**src/rtl/wlrl_pkg.sv**
```systemverilog
package wlrl_pkg;

    localparam int WORD_W          = 32;
    localparam int NUM_PARAMS_DEF  = 4;
    localparam int NUM_SLOTS_DEF   = 16;
    localparam logic [WORD_W-1:0] ERASED_WORD = 32'hFFFF_FFFF;

    typedef enum logic [1:0] {
        CMD_SCAN  = 2'd0,
        CMD_WRITE = 2'd1,
        CMD_READ  = 2'd2,
        CMD_ERASE = 2'd3
    } t_command;

    typedef struct packed {
        t_command           command;
        logic [1:0]         param_index;
        logic [WORD_W-1:0]  word_value;
        logic               commit_last;
    } t_in_item;

    typedef struct packed {
        logic [WORD_W-1:0]  read_word;
        logic [WORD_W-1:0]  newest_sequence;
        logic [3:0]         newest_slot;
    } t_out_item;

    // controller -> datapath
    typedef struct packed {
        logic accept_single;  // non-scan command taken this cycle
        logic start_scan;     // scan taken this cycle
        logic scan_read;      // read next slot row
        logic scan_tail;      // last compare, load result
    } t_dp_cmd;

    // datapath -> controller
    typedef struct packed {
        logic out_free;       // result register can take a new result
        logic rd_last;        // read address is at the last slot
    } t_dp_sts;

endpackage

```
**src/rtl/wlrl_stream_if.sv**
```systemverilog
interface wlrl_stream_if #(
    parameter type T_PAYLOAD = logic
) ();
    logic     valid;
    logic     ready;
    T_PAYLOAD payload;

    modport source (output valid, output payload, input ready);
    modport sink   (input valid, input payload, output ready);
endinterface

```
**src/rtl/wlrl_ctrl.sv**
```systemverilog
module wlrl_ctrl (
    input  logic                i_clk,
    input  logic                i_rst_n,
    input  logic                i_in_valid,
    input  wlrl_pkg::t_command  i_command,
    input  wlrl_pkg::t_dp_sts   i_sts,
    output logic                o_in_ready,
    output wlrl_pkg::t_dp_cmd   o_cmd
);

    typedef enum logic [2:0] {
        ST_IDLE = 3'b001,
        ST_READ = 3'b010,
        ST_TAIL = 3'b100
    } t_state;

    t_state r_state;
    t_state n_state;
    logic   w_accept;

    assign o_in_ready = (r_state == ST_IDLE) && i_sts.out_free;
    assign w_accept   = i_in_valid && o_in_ready;

    always_comb begin
        n_state = r_state;
        o_cmd   = '0;
        case (r_state)
            ST_IDLE: begin
                if (w_accept) begin
                    if (i_command == wlrl_pkg::CMD_SCAN) begin
                        o_cmd.start_scan = 1'b1;
                        n_state          = ST_READ;
                    end else begin
                        o_cmd.accept_single = 1'b1;
                    end
                end
            end
            ST_READ: begin
                o_cmd.scan_read = 1'b1;
                if (i_sts.rd_last) begin
                    n_state = ST_TAIL;
                end
            end
            ST_TAIL: begin
                o_cmd.scan_tail = 1'b1;
                n_state         = ST_IDLE;
            end
            default: begin
                n_state = ST_IDLE;
            end
        endcase
    end

    always_ff @(posedge i_clk) begin
        if (!i_rst_n) begin
            r_state <= ST_IDLE;
        end else begin
            r_state <= n_state;
        end
    end

endmodule

```
**src/rtl/wlrl_datapath.sv**
```systemverilog
module wlrl_datapath #(
    parameter int NUM_PARAMS = wlrl_pkg::NUM_PARAMS_DEF,
    parameter int NUM_SLOTS  = wlrl_pkg::NUM_SLOTS_DEF
) (
    input  logic                i_clk,
    input  logic                i_rst_n,
    input  wlrl_pkg::t_in_item  i_item,
    input  wlrl_pkg::t_dp_cmd   i_cmd,
    output wlrl_pkg::t_dp_sts   o_sts,
    input  logic                i_out_ready,
    output logic                o_out_valid,
    output wlrl_pkg::t_out_item o_out_item
);

    localparam int W  = wlrl_pkg::WORD_W;
    localparam int AW = $clog2(NUM_SLOTS);
    localparam int RW = W * (NUM_PARAMS + 1);
    localparam logic [AW-1:0] LAST_SLOT = AW'(NUM_SLOTS - 1);

    // slot row: sequence in the low word, parameter p in word p+1
    logic [RW-1:0]     r_mem [NUM_SLOTS];
    logic [RW-1:0]     r_rd_row;
    logic [NUM_SLOTS-1:0] r_slot_vld, n_slot_vld;
    logic [AW-1:0]     r_rd_addr, r_rd_slot;
    logic              r_rd_ok;
    logic              r_cmp_live;

    logic [AW-1:0]     r_head_slot, n_head_slot;
    logic [W-1:0]      r_head_seq, n_head_seq;
    logic [W-1:0]      r_cache [NUM_PARAMS];
    logic [W-1:0]      n_cache [NUM_PARAMS];
    logic [W-1:0]      r_stage [NUM_PARAMS];
    logic [W-1:0]      n_stage [NUM_PARAMS];

    logic              r_out_vld;
    wlrl_pkg::t_out_item r_out;

    logic              w_wr_en;
    logic [RW-1:0]     w_wr_row;
    logic [W-1:0]      w_read_word;
    logic [W-1:0]      w_rd_seq;
    logic              w_load;
    logic [AW+3:0]     w_slot_ext;

    assign w_rd_seq = r_rd_row[W-1:0];

    always_comb begin
        n_slot_vld  = r_slot_vld;
        n_head_slot = r_head_slot;
        n_head_seq  = r_head_seq;
        n_cache     = r_cache;
        n_stage     = r_stage;
        w_wr_en     = 1'b0;
        w_read_word = '0;

        if (i_cmd.accept_single) begin
            case (i_item.command)
                wlrl_pkg::CMD_WRITE: begin
                    for (int p = 0; p < NUM_PARAMS; p++) begin
                        if (int'(i_item.param_index) == p) begin
                            n_stage[p] = i_item.word_value;
                        end
                    end
                    if (i_item.commit_last) begin
                        n_head_slot = (r_head_slot == LAST_SLOT) ? '0
                                                                 : r_head_slot + AW'(1);
                        n_head_seq  = r_head_seq + W'(1);
                        n_cache     = n_stage;
                        w_wr_en     = 1'b1;
                        n_slot_vld[n_head_slot] = 1'b1;
                    end
                end
                wlrl_pkg::CMD_READ: begin
                    for (int p = 0; p < NUM_PARAMS; p++) begin
                        if (int'(i_item.param_index) == p) begin
                            w_read_word = r_cache[p];
                        end
                    end
                end
                wlrl_pkg::CMD_ERASE: begin
                    n_slot_vld = '0;
                end
                default: begin
                end
            endcase
        end

        if (i_cmd.start_scan) begin
            n_head_slot = '0;
            n_head_seq  = '0;
            for (int p = 0; p < NUM_PARAMS; p++) begin
                n_cache[p] = '0;
            end
        end

        // adopt the slot read last cycle; ties go to the later slot
        if (r_cmp_live && r_rd_ok && (w_rd_seq != wlrl_pkg::ERASED_WORD)
                && (w_rd_seq >= r_head_seq)) begin
            n_head_slot = r_rd_slot;
            n_head_seq  = w_rd_seq;
            for (int p = 0; p < NUM_PARAMS; p++) begin
                n_cache[p] = r_rd_row[W*(p+1) +: W];
            end
        end
    end

    always_comb begin
        w_wr_row[W-1:0] = n_head_seq;
        for (int p = 0; p < NUM_PARAMS; p++) begin
            w_wr_row[W*(p+1) +: W] = n_stage[p];
        end
    end

    assign w_load     = i_cmd.accept_single || i_cmd.scan_tail;
    assign w_slot_ext = {4'b0000, n_head_slot};

    always_ff @(posedge i_clk) begin
        if (w_wr_en) begin
            r_mem[n_head_slot] <= w_wr_row;
        end
        if (i_cmd.scan_read) begin
            r_rd_row  <= r_mem[r_rd_addr];
            r_rd_slot <= r_rd_addr;
            r_rd_ok   <= r_slot_vld[r_rd_addr];
        end
        if (i_cmd.start_scan) begin
            r_rd_addr <= '0;
        end else if (i_cmd.scan_read) begin
            r_rd_addr <= r_rd_addr + AW'(1);
        end
        r_stage <= n_stage;
        if (w_load) begin
            r_out.read_word       <= w_read_word;
            r_out.newest_sequence <= n_head_seq;
            r_out.newest_slot     <= w_slot_ext[3:0];
        end
    end

    always_ff @(posedge i_clk) begin
        if (!i_rst_n) begin
            r_slot_vld  <= '0;
            r_head_slot <= '0;
            r_head_seq  <= '0;
            r_cmp_live  <= 1'b0;
            r_out_vld   <= 1'b0;
            for (int p = 0; p < NUM_PARAMS; p++) begin
                r_cache[p] <= '0;
            end
        end else begin
            r_slot_vld  <= n_slot_vld;
            r_head_slot <= n_head_slot;
            r_head_seq  <= n_head_seq;
            r_cmp_live  <= i_cmd.scan_read;
            r_cache     <= n_cache;
            if (w_load) begin
                r_out_vld <= 1'b1;
            end else if (i_out_ready) begin
                r_out_vld <= 1'b0;
            end
        end
    end

    assign o_sts.out_free = !r_out_vld || i_out_ready;
    assign o_sts.rd_last  = (r_rd_addr == LAST_SLOT);
    assign o_out_valid    = r_out_vld;
    assign o_out_item     = r_out;

endmodule

```
**src/rtl/wear_leveling_ring_log.sv**
```systemverilog
// Wear-leveling ring log: parameter store kept as a ring of NUM_SLOTS slots, each holding
// a 32-bit sequence number and NUM_PARAMS words. Every command transfer yields exactly one
// result transfer carrying the read word (zero unless a read), the newest sequence and the
// newest slot after the command. The result goes into an output register, so the next
// command is taken while that result is transferred. A scan follows its transfer with a
// walk over the slot rows in order through the single read port of the slot memory and a
// final compare. Erase clears all per-slot valid flags together; after reset all slots read
// as erased with no clearing pass.
module wear_leveling_ring_log #(
    parameter int NUM_PARAMS = wlrl_pkg::NUM_PARAMS_DEF,
    parameter int NUM_SLOTS  = wlrl_pkg::NUM_SLOTS_DEF
) (
    input  logic         i_clk,
    input  logic         i_rst_n,
    wlrl_stream_if.sink   i_cmd,
    wlrl_stream_if.source o_rsp
);

    wlrl_pkg::t_dp_cmd   w_cmd;
    wlrl_pkg::t_dp_sts   w_sts;
    wlrl_pkg::t_in_item  w_item;
    wlrl_pkg::t_out_item w_out_item;
    logic                w_in_ready;
    logic                w_out_valid;

    assign w_item = i_cmd.payload;

    // Sequence the scan walk and gate command transfers on an idle controller and a free result register.
    wlrl_ctrl u_ctrl (
        .i_clk      (i_clk),
        .i_rst_n    (i_rst_n),
        .i_in_valid (i_cmd.valid),
        .i_command  (w_item.command),
        .i_sts      (w_sts),
        .o_in_ready (w_in_ready),
        .o_cmd      (w_cmd)
    );

    // Hold slot memory, head pointer, cache, staging words and the result register.
    wlrl_datapath #(
        .NUM_PARAMS (NUM_PARAMS),
        .NUM_SLOTS  (NUM_SLOTS)
    ) u_datapath (
        .i_clk       (i_clk),
        .i_rst_n     (i_rst_n),
        .i_item      (w_item),
        .i_cmd       (w_cmd),
        .o_sts       (w_sts),
        .i_out_ready (o_rsp.ready),
        .o_out_valid (w_out_valid),
        .o_out_item  (w_out_item)
    );

    assign i_cmd.ready   = w_in_ready;
    assign o_rsp.valid   = w_out_valid;
    assign o_rsp.payload = w_out_item;

`ifndef NO_ASSERTIONS
    // A scan transfer must not produce a result on the next cycle.
    a_scan_no_early_result: assert property (@(posedge i_clk) disable iff (!i_rst_n)
        (i_cmd.valid && i_cmd.ready && (w_item.command == wlrl_pkg::CMD_SCAN))
        |=> !o_rsp.valid)
        else $error("scan produced an early result");

    // Non-scan commands present their result right after the transfer.
    a_single_result: assert property (@(posedge i_clk) disable iff (!i_rst_n)
        (i_cmd.valid && i_cmd.ready && (w_item.command != wlrl_pkg::CMD_SCAN))
        |=> o_rsp.valid)
        else $error("missing result after one-cycle command");

    // Erase returns a zero read word.
    a_erase_zero_word: assert property (@(posedge i_clk) disable iff (!i_rst_n)
        (i_cmd.valid && i_cmd.ready && (w_item.command == wlrl_pkg::CMD_ERASE))
        |=> (o_rsp.payload.read_word == '0))
        else $error("erase result carries nonzero read word");
`endif

endmodule

```
**src/flat_wrapper.sv**
```systemverilog
// flat-port wrapper written by rule: the top's interface ports become plain ports
module wear_leveling_ring_log_flat import wlrl_pkg::*;
#(
    parameter int NUM_PARAMS = wlrl_pkg::NUM_PARAMS_DEF,
    parameter int NUM_SLOTS  = wlrl_pkg::NUM_SLOTS_DEF
)
  (i_clk, i_rst_n, i_cmd_valid, i_cmd_payload, i_cmd_ready, o_rsp_valid, o_rsp_payload, o_rsp_ready);
  wlrl_stream_if #(.T_PAYLOAD(t_in_item)) i_cmd_i ();
  wlrl_stream_if #(.T_PAYLOAD(t_out_item)) o_rsp_i ();
  input  logic i_clk;
  input  logic i_rst_n;
  input wire logic [$bits(i_cmd_i.valid)-1:0] i_cmd_valid;
  input wire logic [$bits(i_cmd_i.payload)-1:0] i_cmd_payload;
  output wire logic [$bits(i_cmd_i.ready)-1:0] i_cmd_ready;
  output wire logic [$bits(o_rsp_i.valid)-1:0] o_rsp_valid;
  output wire logic [$bits(o_rsp_i.payload)-1:0] o_rsp_payload;
  input wire logic [$bits(o_rsp_i.ready)-1:0] o_rsp_ready;
  assign i_cmd_i.valid = i_cmd_valid;
  assign i_cmd_i.payload = i_cmd_payload;
  assign i_cmd_ready = i_cmd_i.ready;
  assign o_rsp_valid = o_rsp_i.valid;
  assign o_rsp_payload = o_rsp_i.payload;
  assign o_rsp_i.ready = o_rsp_ready;
  wear_leveling_ring_log #(.NUM_PARAMS(NUM_PARAMS), .NUM_SLOTS(NUM_SLOTS)) u_core (.i_clk(i_clk), .i_rst_n(i_rst_n), .i_cmd(i_cmd_i), .o_rsp(o_rsp_i));
endmodule
```
**config.mk**
```make
export PLATFORM = sky130hd
export DESIGN_NAME = wear_leveling_ring_log_flat
export DESIGN_NICKNAME = d
export VERILOG_FILES = /design/src/rtl/wlrl_pkg.sv /design/src/rtl/wlrl_stream_if.sv /design/src/rtl/wlrl_ctrl.sv /design/src/rtl/wlrl_datapath.sv /design/src/rtl/wear_leveling_ring_log.sv /design/src/flat_wrapper.sv
export SDC_FILE = /design/constraint.sdc
export NUM_CORES = 2
export LEC_CHECK = 0
export BUFFER_PORTS_ARGS = -buffer_cell sky130_fd_sc_hd__buf_2
export CORE_MARGIN = 2
export CORE_UTILIZATION = 40
export CTS_BUF_LIST = sky130_fd_sc_hd__clkbuf_16
export CTS_CLUSTER_DIAMETER = 40
export DETAILED_ROUTE_END_ITERATION = 16
export MAX_ROUTING_LAYER = met4
export PLACE_DENSITY = 0.66
export SLEW_MARGIN = 20
export SYNTH_ARGS = -nofsm -noshare
export SYNTH_HDL_FRONTEND = slang
export SYNTH_HIERARCHICAL = 1
export SYNTH_SLANG_ARGS = --single-unit
```
**constraint.sdc**
```tcl
create_clock -name i_clk -period 13.3 [get_ports i_clk]
set_input_delay 0.665 -clock i_clk [delete_from_list [all_inputs] [get_ports i_clk]]
set_output_delay 0.665 -clock i_clk [all_outputs]
set_load 0.1 [all_outputs]
```
* Word level (Yosys, flattened, before mapping) *
Memories as Yosys holds them, arrays and structs flattened. A register that Yosys moved wholly into a read port is not among the register bits.
Cells that the tools add are included.

storage, ports and cells
  input bits = 41
  register bits after elaboration = 390
  output and inout bits = 70
  memories kept = 1
  logic and storage cells = 114
  memory bits (writable) = 2560

memory list
  memory                   depth  width  rd ports  clocked after memory_dff  write ports  RTL line             source
  u_core.u_datapath.r_mem  16     160    1         1                         1            wlrl_datapath.sv:21  logic [RW-1:0] r_mem [NUM_SLOTS];

cells by class
  add/sub/neg operators = 3
  mux-type cells = 49
  bitwise gates (word level) = 1
  $lt $le $gt $ge = 4
  reduce and logical (&&, ||, !) cells = 20
  equal/unequal tests = 16

operators by type and width
  kind                                                                          count
  128-bit 2-to-1 mux                                                            7
  32-bit 2-to-1 mux                                                             13
  32-bit by 1-bit adder with 32-bit output, second input constant               1
  32-bit >= comparator                                                          1
  32-bit != test, second input constant                                         1
  16-bit one-hot mux with 2 select lines                                        1
  4-bit 2-to-1 mux                                                              6
  16-bit 2-to-1 mux                                                             1
  16-bit bitwise OR                                                             1
  1-bit 2-to-1 mux                                                              13
  4-bit by 5-bit less-than comparator with 1-bit output, second input constant  2
  3-bit 2-to-1 mux                                                              3
  3-bit AND reduction                                                           3
  3-bit nonzero test                                                            3
  4-bit by 1-bit adder with 4-bit output, second input constant                 2
  2-bit equality test, second input constant                                    4
  4-bit equality test, second input constant                                    2
  1-bit logical AND                                                             6
  2-bit != test, second input constant                                          3
  3-bit one-hot mux with 2 select lines                                         1
  1-bit binary-select mux with 4-bit select                                     1
  1-bit demux with 4-bit select                                                 1
  2-bit by 1-bit equality test with 1-bit output, second input constant         2
  4-bit by 1-bit >= comparator with 1-bit output, second input constant         1
  10 further kinds                                                              14

* Logic depth before layout (Yosys ltp) *
  word-level depth = 9
  gate-level depth with buffers = 12
  gate-level depth less buffers = 9

* Modules after synthesis *
Netlist, hierarchy kept.

by module, submodules not included
  module         area an instance (µm²)  times used  seq. area each (µm²)  cells an instance
  wlrl_datapath  120300.4                1           90156.5               5718
  wlrl_ctrl      155.1                   1           60.1                  14

* Least setup slack after synthesis *
OpenSTA, ideal clock, no wires.

  kind = register to register
  start = register u_core.u_datapath.r_out_vld, in the netlist u_core/u_datapath/o_out_valid
  end = memory u_core/u_datapath/r_mem[15][0] (netlist name) (enable)
  required time = 12.552 ns
  library setup time = 0.748 ns
  stages on the path, launching flop included = 10
  path buffers = 2
  data arrival time = 10.889 ns
  path slack = 1.663 ns
  clock period less this slack = 11.637 ns
  path through = dfxtp_1 > nand2b_1 > and4bb_4 > and3b_1 > and4b_1 > clkbuf_1 > buf_1 > and3_1 > nand3_1 > mux2i_1

RTL lines
  item                      RTL line              source
  start: declaration        wlrl_datapath.sv:35   logic r_out_vld;
  start signal: assignment  wlrl_datapath.sv:145  r_out_vld <= 1'b0;
  start signal: assignment  wlrl_datapath.sv:156  r_out_vld <= 1'b1;
  start signal: assignment  wlrl_datapath.sv:158  r_out_vld <= 1'b0;
  end: declaration          wlrl_datapath.sv:21

* Worst setup path after layout *
  start = register u_core.u_datapath.r_rd_row[30], read port of u_core.u_datapath.r_mem
  end = memory u_core/u_datapath/r_mem[4][107] (netlist name) (enable)

between the ends
  longest elaborated chain between the ends = 4
  elaborated cells between the ends (all ways) = 5
  classes of those cells = order compare (1); eq/ne (1); mux (1); reduce/logical (2)

RTL lines
  item                                                          RTL line             source
  start: declaration                                            wlrl_datapath.sv:22  logic [RW-1:0] r_rd_row;
  branches (longest 2 deep; another with 32-bit >= comparator)  n/a
  1-bit logical AND *                                           wlrl_datapath.sv:98  && (w_rd_seq >= r_head_seq)) begin
  4-bit 2-to-1 mux *                                            wlrl_datapath.sv:97  if (r_cmp_live && r_rd_ok && (w_rd_seq != wlrl_pkg::ERASED_WORD)

Mark *: on every way between the ends.

==> run_results.csv <==
group,metric,value,unit
clocking,cts_buffers,387,
pwr,power_density,164.7,mW/mm^2
clocking,post_cts_buffers,0,
global_route,grt_max_degree,151,
drt,first_pass_iters,6,
finish,fin_cells,10310,
setup_path,worst_path_most_repeated_cell,"buf_4",
die,die_h,552.8,um
pwr,switchingPower,5059,uW
drt,drt_wl_total,299600,um
pwr,peakVddDrop,0.1322,mV
die,rows,201,
worst_hold_path,holdPathEnd,"u_core/u_datapath/o_out_valid",
place,place.gp.congestion,0.8629,
drt,met3_length,25230,um
pwr,seq_power_share,48.9,%
pwr,p_leak,0.04351,uW
global_route,grt_pass1_vias,60860,
worst_hold_path,hold_depth,3,
die,io_pins,111,
timing,relSlewSlack,22.12,%
drt,wl_met2,141900,um
drt,drt_iter0_markers,6943,
drt,wl_met1,125300,um
synth,yosysTopAreaCell,"edfxtp_1",
clocking,clk_latency,0.93,ns
synth,synth_nets,5811,
pwr,p_int,17880,uW
drt,postRouteAntennaNets,0,
timing,fin_crit_sh,54.80,%
die,die_w,552.8,um
clocking,clock_sinks,3110,
run,drv_cap,0,
setup_path,critical_path.top_delay_family,"buffers and inverters",
clocking,cts_hold_buf,0,
drt,vias_per_cell,5.833,
setup_path,worst-r2r-cell-count,11,
synth,ys_seq_elements,3110,
finish,seq_area,0.09023,mm^2
timing,rsz0062_at_grt,"false",
synth,yosysWarningCount,6,
synth,yosysSeqAreaShare,74.90,%
setup_path,cp.arrival,7.79,ns
place,hpwl,153500,um
drt,drc,0,
synth,synth_top_area_share,69.63,%
setup_path,start_kind,"flop",
pwr,p_comb_share,4.7,%
run_status,status,"finished, final reports clean",
clocking,cts_tree,"done",
place,dp.cells,9574,
worst_hold_path,min-delay-start,"o_rsp_ready",
clocking,cts_max_level,5,
global_route,groute.usage.overall,19.85,%
setup_path,worst-path-buf-inv,4,
die,initial_core_util,40.18,%
pwr,switching_share,22.06,%
synth,ys_types,60,
global_route,antenna_found_initial,28,
synth,syn_area,0.1205,mm^2
timing,drv_slew,0,
clocking,cts_buffer_depth,4,
setup_path,path_class,"flop to flop",
die,design.die.area,0.3055,mm^2
finish,drive_gt1_share,29.95,%
synth,syn_inst,5732,
setup_path,r2r_slack,6.01,ns
global_route,grt_first_pass_wirelength,434000,um
drt,top_layer,"met4",
clocking,clkSlewWorstSetupHoldPaths,0.06,ns
drt,dr_total_vias,60110,
worst_hold_path,hp-class,"input port to flop",
finish,fillers,24480,
setup_path,cpPeakStageDelay,0.93,ns
timing,worstMarginPinSlew,1.168,ns
setup_path,cp.depth,11,
synth,synth-main-ff-cell,"edfxtp_1",
setup_path,critPathMaxFanout,57,
timing,setup_viol,0,
synth,synth_area_leaders,"edfxtp_1, mux4_2, dfxtp_1",
timing,fin_crit,7.288,ns
clocking,clockRootBuffer,"clkbuf_16",
drt,avgRoutedWirePerCell,29.07,um
finish,layout.nets,6085,
place,port_buffers,110,
setup_path,crit_path_top_delay_cell,"buf_4",
setup_path,reg2reg_from,"u_core/u_datapath/r_rd_row[30]",
global_route,overflow,0,
timing,skew,0.07225,ns
synth,synth_edf_count,2793,
timing,max_freq,137.2,MHz
finish,syn_to_final_growth,15.60,%
setup_path,crit_required,13.80,ns
setup_path,r2r-end,"u_core/u_datapath/r_mem[4][107]",
clocking,ctsResizeCount,0,
finish,multi_input_area,0.02898,mm^2
synth,post_synth.cell_area_avg,21.01,um^2
timing,hold_violations,0,
setup_path,end_kind,"flop",
setup_path,cp_cell_sequence,"ha_1, nand4_1, nor4_1, o2111ai_1, o22ai_2, or2_4, buf_4, mux2i_4, buf_4, buf_4, buf_4",
pwr,p_clk_share,46.4,%
timing,tns,0,ns
die,core,0.2998,mm^2
synth,synthArstFlopShare,0,%
stage by stage:
stage / setup WS, ns / util, % / area, um^2 / hold WS, ns / power [uW]
2_1_floorplan: 1.663 / - / 120500 / 0.4064 / 12140
3_3_place_gp: 6.317 / 41.99 / 125900 / 0.4448 / 12460
4_1_cts: 6.118 / 46.43 / 139200 / 0.06091 / 23100
6_report: 6.012 / 46.45 / 139200 / 0.1174 / 22940
5_1_grt: 5.785 / 46.45 / 139200 / 0.1270 / 23590
3_5_place_dp: 6.165 / 42.00 / 125900 / 0.4538 / 12510
state kept, by name, summed over array words and instances (netlist names):
signal	count
u_core/u_ctrl/r_state	3
u_core/u_datapath/o_out_item	68
u_core/u_datapath/o_out_valid	1
u_core/u_datapath/r_cache	128
u_core/u_datapath/r_cmp_live	1
u_core/u_datapath/r_head_seq	32
u_core/u_datapath/r_head_slot	4
u_core/u_datapath/r_mem	2560
u_core/u_datapath/r_rd_addr	4
u_core/u_datapath/r_rd_ok	1
u_core/u_datapath/r_rd_row	160
u_core/u_datapath/r_rd_slot	4
u_core/u_datapath/r_slot_vld	16
u_core/u_datapath/r_stage	128
how the worst max path moves through the flow:
stage                                 endpoint                      startpoint  slack [ns]
2_1_floorplan   u_core/u_datapath/r_mem[15][0]   u_core/u_datapath/o_out_valid        1.66
3_3_place_gp   u_core/u_datapath/r_mem[4][119]  u_core/u_datapath/r_rd_row[30]        6.32
3_5_place_dp   u_core/u_datapath/r_mem[4][119]  u_core/u_datapath/r_rd_row[30]        6.16
4_1_cts        u_core/u_datapath/r_mem[4][107]  u_core/u_datapath/r_rd_row[30]        6.12
5_1_grt        u_core/u_datapath/r_mem[4][107]  u_core/u_datapath/r_rd_row[30]        5.78
6_report       u_core/u_datapath/r_mem[4][107]  u_core/u_datapath/r_rd_row[30]        6.01
worst reg2reg max path, stage by stage, from the launching register on:
cell	delay, ns
edfxtp_1	0.44
ha_1	0.34
nand4_1	0.20
nor4_1	0.56
o2111ai_1	0.24
o22ai_2	0.41
or2_4	0.81
buf_4	0.99
mux2i_4	0.57
buf_4	0.81
buf_4	0.80
buf_4	0.70
power by group through the flow:
stage | clock network, uW | registers, uW | logic [uW]
6_report | 10600 | 11200 | 1090
5_1_grt | 11200 | 11200 | 1190
4_1_cts | 10800 | 11200 | 1100
3_5_place_dp | 0 | 11400 | 1100
3_3_place_gp | 0 | 11400 | 1050
2_1_floorplan | 0 | 11500 | 661
cell type report:
type | count | share of cell area [%]
clock inverter | 320 | 2.395
tap | 3958 | 3.557
sequential | 3110 | 64.80
timing repair buffer | 221 | 1.169
antenna | 14 | 0.02516
inverter | 38 | 0.1042
clock buffer | 397 | 7.135
multi-input combinational | 2248 | 20.81
Yosys cell counts (2+ instances only):
library cell  instances
buf_1                72
edfxtp_1           2793
nor2b_1              35
and4_1                4
mux2_2              157
or3_1                 2
xnor2_1              32
nor3b_1               5
o22ai_1               2
ha_1                 38
buf_4                 2
nand3_1             119
mux2i_1             245
a21o_1                9
a21oi_1              33
inv_1                38
dfxtp_1             317
o21ai_0              38
mux4_2              837
nand3b_1              2
o21a_1                3
and3_1                8
or4_1                 3
xor2_1                3
nand4_1              27
nor2_1               68
nor3_1               11
a221oi_1              2
nor4_1               21
nand2_1             345
o211ai_1            129
buf_6                16
nand2b_1             39
and2_1                7
clkbuf_1            239
buf_2                 7
cell usage in the layout (no fill, tap or decap), types with 81 or more instances in the layout:
cell / count
nand3_1: 119
mux4_2: 837
dfxtp_1: 313
inv_1: 81
buf_4: 90
mux2_2: 156
nand2_1: 344
mux2i_1: 230
o211ai_1: 129
buf_2: 107
edfxtp_1: 2793
clkbuf_16: 397
logic make-up (layout without fill, tap and decap cells):
family | count (synthesis) | after routing | synth area share, %
AO/OA/AOI/OAI | 231 | 231 | 1.310
XOR/XNOR | 35 | 35 | 0.2545
adder cells (fa/ha/maj) | 38 | 38 | 0.3947
buffers and inverters | 374 | 976 | 1.279
flip-flops | 3110 | 3110 | 74.90
multiplexers | 1239 | 1239 | 19.15
other | 0 | 14 | 0
AND/OR/NAND/NOR | 705 | 705 | 2.713
per-layer routing:
| metal | vias up | global-route usage [%] |
|---|---|---|
| met1 | 32460 | 27.57 |
| met2 | 2790 | 30.52 |
| met5 | - | - |
| met4 | 0 | 5.056 |
| li1 | 24380 | - |
| met3 | 488 | 3.411 |
No activity file was read; power rests on OpenSTA's default activity.
